[config.mk]
export PLATFORM = sky130hd
export DESIGN_NAME = sorted_array_table
export DESIGN_NICKNAME = d
export VERILOG_FILES = /design/src/hdl/sat_pkg.sv /design/src/hdl/sorted_array_table.sv /design/src/hdl/sat_cell.sv
export SDC_FILE = /design/constraint.sdc
export NUM_CORES = 2
export LEC_CHECK = 0
export BUFFER_PORTS_ARGS = -buffer_cell sky130_fd_sc_hd__buf_4
export CAP_MARGIN = 20
export CORE_MARGIN = 4
export CORE_UTILIZATION = 59
export CTS_CLUSTER_DIAMETER = 30
export DETAILED_ROUTE_END_ITERATION = 16
export HOLD_SLACK_MARGIN = 0.15
export PLACE_DENSITY = 0.79
export SYNTH_ARGS = -nofsm -noshare
export SYNTH_HDL_FRONTEND = slang
export SYNTH_HIERARCHICAL = 1
export SYNTH_SLANG_ARGS = --single-unit
export TNS_END_PERCENT = 20
[constraint.sdc]
create_clock -name i_clk -period 6.7 [get_ports i_clk]
set_clock_uncertainty 0.15 [all_clocks]
set_input_delay 0 -clock i_clk [delete_from_list [all_inputs] [get_ports i_clk]]
set_output_delay 0 -clock i_clk [all_outputs]
set_load 0.01 [all_outputs]
[src/hdl/sat_pkg.sv]
// Shared types and codes for the sorted array table.
package sat_pkg;

    typedef enum logic [1:0] {
        ACT_INSERT = 2'd0,
        ACT_REMOVE = 2'd1,
        ACT_READ   = 2'd2
    } t_action;

    typedef enum logic [1:0] {
        ST_OK        = 2'd0,
        ST_FULL      = 2'd1,
        ST_NOT_FOUND = 2'd2,
        ST_RANGE     = 2'd3
    } t_status;

    localparam int unsigned VALUE_W = 32;
    localparam int unsigned POS_W   = 4;
    localparam int unsigned CNT_W   = 5;

    typedef struct packed {
        logic                       ins;
        logic                       rem;
        logic signed [VALUE_W-1:0]  value;
    } t_cell_ctl;

endpackage

[src/hdl/sorted_array_table.sv]
// Top level of the sorted array table: cell row, control and result register.
//
//  channel   dir  tdata (low bit up)                     tuser
//  s_axis    in   value[31:0], position[35:32], pad      action[1:0]
//  m_axis    out  count[4:0], read_value[36:5], pad      status[1:0]
//
// One transaction per cycle while results are taken: every cell compares its entry to the key in
// parallel and shifts with its neighbor in the same cycle, so the result
// appears in the output register in the cycle after acceptance.
// Synchronous active-low reset empties the table and drops the result.
// A stalled result holds; a new transaction is taken when the result is taken.
module sorted_array_table #(
    parameter int unsigned CAPACITY = 16
) (
    input  logic        i_clk,
    input  logic        i_rst_n,
    input  logic        i_s_axis_tvalid,
    output logic        o_s_axis_tready,
    input  logic [39:0] i_s_axis_tdata,   // value[31:0], position[35:32]
    input  logic [1:0]  i_s_axis_tuser,   // action[1:0]
    output logic        o_m_axis_tvalid,
    input  logic        i_m_axis_tready,
    output logic [39:0] o_m_axis_tdata,   // count[4:0], read_value[36:5]
    output logic [1:0]  o_m_axis_tuser    // status[1:0]
);

    localparam int unsigned CW     = $clog2(CAPACITY + 1);
    localparam int unsigned RD_N   = (CAPACITY < 16) ? CAPACITY : 16;

    logic [CW-1:0] r_count;
    logic [CW-1:0] n_count;
    logic          r_m_valid;
    logic [39:0]   r_m_tdata;
    logic [1:0]    r_m_tuser;

    logic signed [sat_pkg::VALUE_W-1:0] w_entry [CAPACITY];
    logic [CAPACITY-1:0]                w_lt;
    logic [CAPACITY-1:0]                w_hit;
    logic [CAPACITY-1:0]                w_valid;

    sat_pkg::t_cell_ctl                 w_ctl;
    sat_pkg::t_action                   w_act;
    sat_pkg::t_status                   w_status;
    logic                               w_accept;
    logic                               w_full;
    logic                               w_found;
    logic                               w_in_range;
    logic signed [sat_pkg::VALUE_W-1:0] w_value;
    logic [sat_pkg::POS_W-1:0]          w_pos;
    logic signed [sat_pkg::VALUE_W-1:0] w_rd;
    logic [31:0]                        w_cnt32;

    assign w_value  = i_s_axis_tdata[31:0];
    assign w_pos    = i_s_axis_tdata[35:32];
    assign w_act    = sat_pkg::t_action'(i_s_axis_tuser);
    assign w_accept = i_s_axis_tvalid && o_s_axis_tready;
    assign w_full   = (r_count == CW'(CAPACITY));
    assign w_found  = |w_hit;
    assign w_in_range = (32'(w_pos) < 32'(r_count));

    assign o_s_axis_tready = !r_m_valid || i_m_axis_tready;

    always_comb begin
        w_ctl.value = w_value;
        w_ctl.ins   = w_accept && (w_act == sat_pkg::ACT_INSERT) && !w_full;
        w_ctl.rem   = w_accept && (w_act == sat_pkg::ACT_REMOVE) && w_found;
    end

    genvar gi;
    generate
        for (gi = 0; gi < CAPACITY; gi++) begin : g_cell
            assign w_valid[gi] = (CW'(gi) < r_count);
            sat_cell u_cell (
                .i_clk     (i_clk),
                .i_ctl     (w_ctl),
                .i_valid   (w_valid[gi]),
                .i_lt_prev ((gi == 0) ? 1'b1 : w_lt[(gi == 0) ? 0 : gi - 1]),
                .i_left    (w_entry[(gi == 0) ? 0 : gi - 1]),
                .i_right   (w_entry[(gi == CAPACITY - 1) ? gi : gi + 1]),
                .o_entry   (w_entry[gi]),
                .o_lt      (w_lt[gi]),
                .o_hit     (w_hit[gi])
            );
        end
    endgenerate

    always_comb begin
        w_rd = '0;
        for (int i = 0; i < RD_N; i++) begin
            if (w_pos == sat_pkg::POS_W'(i)) begin
                w_rd = w_entry[i];
            end
        end
    end

    always_comb begin
        n_count  = r_count;
        w_status = sat_pkg::ST_OK;
        unique case (w_act)
            sat_pkg::ACT_INSERT: begin
                if (w_full) begin
                    w_status = sat_pkg::ST_FULL;
                end else begin
                    n_count = r_count + CW'(1);
                end
            end
            sat_pkg::ACT_REMOVE: begin
                if (w_found) begin
                    n_count = r_count - CW'(1);
                end else begin
                    w_status = sat_pkg::ST_NOT_FOUND;
                end
            end
            sat_pkg::ACT_READ: begin
                if (!w_in_range) begin
                    w_status = sat_pkg::ST_RANGE;
                end
            end
            default: begin
                w_status = sat_pkg::ST_OK;
            end
        endcase
    end

    assign w_cnt32 = 32'(n_count);

    always_ff @(posedge i_clk) begin
        if (!i_rst_n) begin
            r_count   <= '0;
            r_m_valid <= 1'b0;
        end else begin
            if (w_accept) begin
                r_count   <= n_count;
                r_m_valid <= 1'b1;
            end else if (i_m_axis_tready) begin
                r_m_valid <= 1'b0;
            end
        end
    end

    always_ff @(posedge i_clk) begin
        if (w_accept) begin
            r_m_tuser       <= w_status;
            r_m_tdata[4:0]  <= w_cnt32[sat_pkg::CNT_W-1:0];
            r_m_tdata[36:5] <= (w_act == sat_pkg::ACT_READ && w_in_range) ? w_rd : '0;
            r_m_tdata[39:37] <= '0;
        end
    end

    assign o_m_axis_tvalid = r_m_valid;
    assign o_m_axis_tdata  = r_m_tdata;
    assign o_m_axis_tuser  = r_m_tuser;

endmodule

[src/hdl/sat_cell.sv]
// One table slot: holds an entry, compares it to the key and shifts with its neighbors.
module sat_cell (
    input  logic                                 i_clk,
    input  sat_pkg::t_cell_ctl                   i_ctl,
    input  logic                                 i_valid,
    input  logic                                 i_lt_prev,
    input  logic signed [sat_pkg::VALUE_W-1:0]   i_left,
    input  logic signed [sat_pkg::VALUE_W-1:0]   i_right,
    output logic signed [sat_pkg::VALUE_W-1:0]   o_entry,
    output logic                                 o_lt,
    output logic                                 o_hit
);

    logic signed [sat_pkg::VALUE_W-1:0] r_entry;
    logic signed [sat_pkg::VALUE_W-1:0] n_entry;

    assign o_entry = r_entry;
    assign o_lt    = i_valid && (r_entry < i_ctl.value);
    // lower-bound slot holding an equal value
    assign o_hit   = i_valid && !o_lt && i_lt_prev && (r_entry == i_ctl.value);

    always_comb begin
        n_entry = r_entry;
        if (i_ctl.ins && !o_lt) begin
            n_entry = i_lt_prev ? i_ctl.value : i_left;
        end else if (i_ctl.rem && !o_lt) begin
            n_entry = i_right;
        end
    end

    always_ff @(posedge i_clk) begin
        r_entry <= n_entry;
    end

endmodule

==> out/qor.yml <==
logic_synthesis:
  async_reset_ff_frac: 0
  yosysUniqueCellTypes: 83
  syn_avg_cell_area_um2: 11.2
  synth-seq-area-share: 0.329
  syn-cell-area_um2: 50600
  synthFlopType: "edfxtp_1"
  syn_inst: 4520
  ys_ff_latch: 557
  synth_edf_count: 551
  yosys_warnings: 6
setup_path:
  cp_slowest_stage_delay_ns: 0.62
  regToRegSetupSlack_ns: 0.29
  worst-path-stages: 19
  crit_type: "flop to flop"
  start_kind: "flop"
  arrival_ns: 6.67
  cp_slowest_cell: "nor4_1"
  path_delay_family: "simple AND/OR/NAND/NOR gates"
  crit_chain: "ha_1 > nand4_1 > nor4_1 > a21boi_0 > o41a_2 > or4b_2 > and3_1 > nand4_1 > nor2_1 > nand3_1 > a21oi_1 > nor4_1 > nand4_1 > nand2_1 > nor3_2 > buf_4 > nor2_1 > a31oi_4 > buf_4"
  reg2regPathDepth: 19
  cp_common_cell: "nand4_1"
  timing.rr.end: "g_cell[8].u_cell/o_entry[5]$_DFFE_PP_"
  crit_path_end_kind: "flop"
  cp.required_ns: 6.95
  cp-startpoint: "g_cell[13].u_cell/o_entry[15]$_DFFE_PP_"
  critPathBufInv: 2
  r2r_start: "g_cell[13].u_cell/o_entry[15]$_DFFE_PP_"
  critPathMaxFanout: 20
  endpoint: "g_cell[8].u_cell/o_entry[5]$_DFFE_PP_"
floorplanning:
  start_util: 0.594
  core-area_um2: 85100
  die_area_um2: 90500
  die_width_um: 301
  num_rows: 107
  chipHeight_um: 301
  io_pins: 90
clocking:
  tritoncts: "yes"
  htree_levels: 4
  clock_latency_ns: 0.75
  clockRootBuffer: "clkbuf_16"
  post_cts_resized: 0
  numCtsBuffers: 156
  cts_buffer_depth: 3
  cts.reportedPaths.clkPinSlew_ns: 0.05
  cts_setup_buffers: 0
  hold_buffers: 49
  cts_sinks: 557
sta:
  grt_setup_unrepaired: "no"
  hold_ws_ns: 0.204
  setup_viol: 0
  fin_ws_ns: 0.285
  maxSlewViolCount: 0
  worst_slew_pin_slew_ns: 1.20
  fmax_mhz: 156
  post-route-min-period_ns: 6.41
  slew_headroom: 0.202
  finalHoldViolCount: 0
  fin_tns_setup_ns: 0
  finalCritPeriodShare: 0.957
drt:
  drt_wl_total_um: 161000
  vias_per_cell: 6.73
  drc_errors: 0
  via_count: 40300
  drt_iter0_drc: 5149
  ant_nets: 0
  routedWlPerCell_um: 26.9
  first_pass_iters: 6
min_path:
  hold_depth: 4
  holdCritPathClass: "primary input to flop"
finish:
  mostFrequentLayoutCells: "mux2_2, edfxtp_1, inv_1"
  finalInstanceArea_um2: 58500
  drive_above_1_share: 0.332
  fill_cells: 5908
  layout_commonest_cell: "mux2_2"
  area_delta_synth_final_pct: 15.6
  layout.nets: 5273
placed_design:
  port-buffer-count: 82
  place_hpwl_um: 114000
  place.gp.congestion: 0.978
  place_ws_ns: 0.629
  dpl_cell_area_um2: 52400
power:
  powerDensity_nw_per_um2: 228
  peakVddDrop_uv: 255
  power_leakage_uw: 0.0259
status:
  outcome: "finished, final reports clean"
global_routing:
  track_usage: 0.347
  grt_pass1_wl_um: 241000
  grt_overflow: 0
  grt_max_degree: 58
  grt_pass1_vias: 40100
  antenna_found_initial: 4
run:
  drv_cap: 0
[sequential cells by signal, indices dropped and copies added (netlist names)]
register / flops
g_cell.u_cell/o_entry: 512
o_m_axis_tvalid: 1
o_m_axis_tuser: 2
o_m_axis_tdata: 37
r_count: 5
[routing by layer]
layer,track usage,vias up,part of all wire
met5,0,-,0.00022
met4,0.188,6,0.057
met3,0.0809,569,0.11
met2,0.537,2675,0.45
met1,0.451,19500,0.38
li1,-,17500,-
[kinds of logic after synthesis]
family,after synthesis,synth area share
muxes,1116,0.287
AOI/OAI and AO/OA,867,0.116
buffers and inverters,747,0.0652
and+or+nand+nor,708,0.0735
DFF,557,0.329
adders and majority gates,518,0.128
xor gates and xnor gates,5,0.000865
other,2,0.000148
[Yosys cell counts, drive strengths merged, types with 18 or more instances]
master,number,area (um^2)
a211oi,23,178
a21o,51,383
a21oi,295,1490
a221o,18,180
a221oi,25,219
a22o,43,377
a22oi,19,143
a31oi,39,244
and2,18,150
and3,19,120
buf,106,893
clkbuf,101,379
edfxtp,551,16500
ha,518,6480
inv,540,2030
mux2,1051,13600
mux2i,47,470
mux4,18,405
nand2,179,672
nand2b,26,163
nand3,58,290
nand4,81,522
nor2,168,636
nor2b,40,253
nor3,26,130
nor4,36,240
o211ai,27,409
o21ai,130,654
o21bai,21,169
o221ai,39,342
o22ai,43,269
[cell type report]
type / instances / area, um^2 / share of cell area
clock inverter: 101 / 1170 / 0.0201
tap: 1144 / 1430 / 0.0245
inverter: 540 / 2030 / 0.0347
clock buffer: 189 / 4130 / 0.0706
sequential: 557 / 16700 / 0.285
timing repair buffer: 236 / 2140 / 0.0366
multi-input combinational: 3218 / 30900 / 0.529
antenna: 2 / 5.00 / 0.0000856
[tightest hold or removal path, cell delays in order]
cell           delay (ns)
dlygate4sd3_1        0.53
buf_4                0.17
inv_1                0.11
o31ai_1              0.09
[stage by stage]
stage / utilization / total power [uW] / std cells
3_3_place_gp: 0.615 / 5700 / 5633
5_1_grt: 0.687 / 13700 / 5985
2_1_floorplan: - / 5220 / 4522
4_1_cts: 0.683 / 13300 / 5972
3_5_place_dp: 0.615 / 5770 / 5633
6_report: 0.687 / 13300 / 5987
[where the power goes]
group	switching (uW)	internal, uW
Sequential	127	3970
Clock	2310	5190
Combinational	996	751
[worst min-delay path by stage]
| stage | start | end |
|---|---|---|
| after floorplan | i_rst_n | r_count[3]$_SDFFE_PN0P_ |
| after global placement | i_s_axis_tvalid | o_m_axis_tvalid$_SDFFE_PN0P_ |
| after detailed placement | i_s_axis_tvalid | o_m_axis_tvalid$_SDFFE_PN0P_ |
| after CTS | i_s_axis_tuser[0] | o_m_axis_tuser[1]$_DFFE_PP_ |
| after global routing | i_s_axis_tuser[0] | o_m_axis_tuser[1]$_DFFE_PP_ |
| final | i_s_axis_tuser[0] | o_m_axis_tuser[1]$_DFFE_PP_ |
Note: power is estimated with default switching activity, not from simulation.
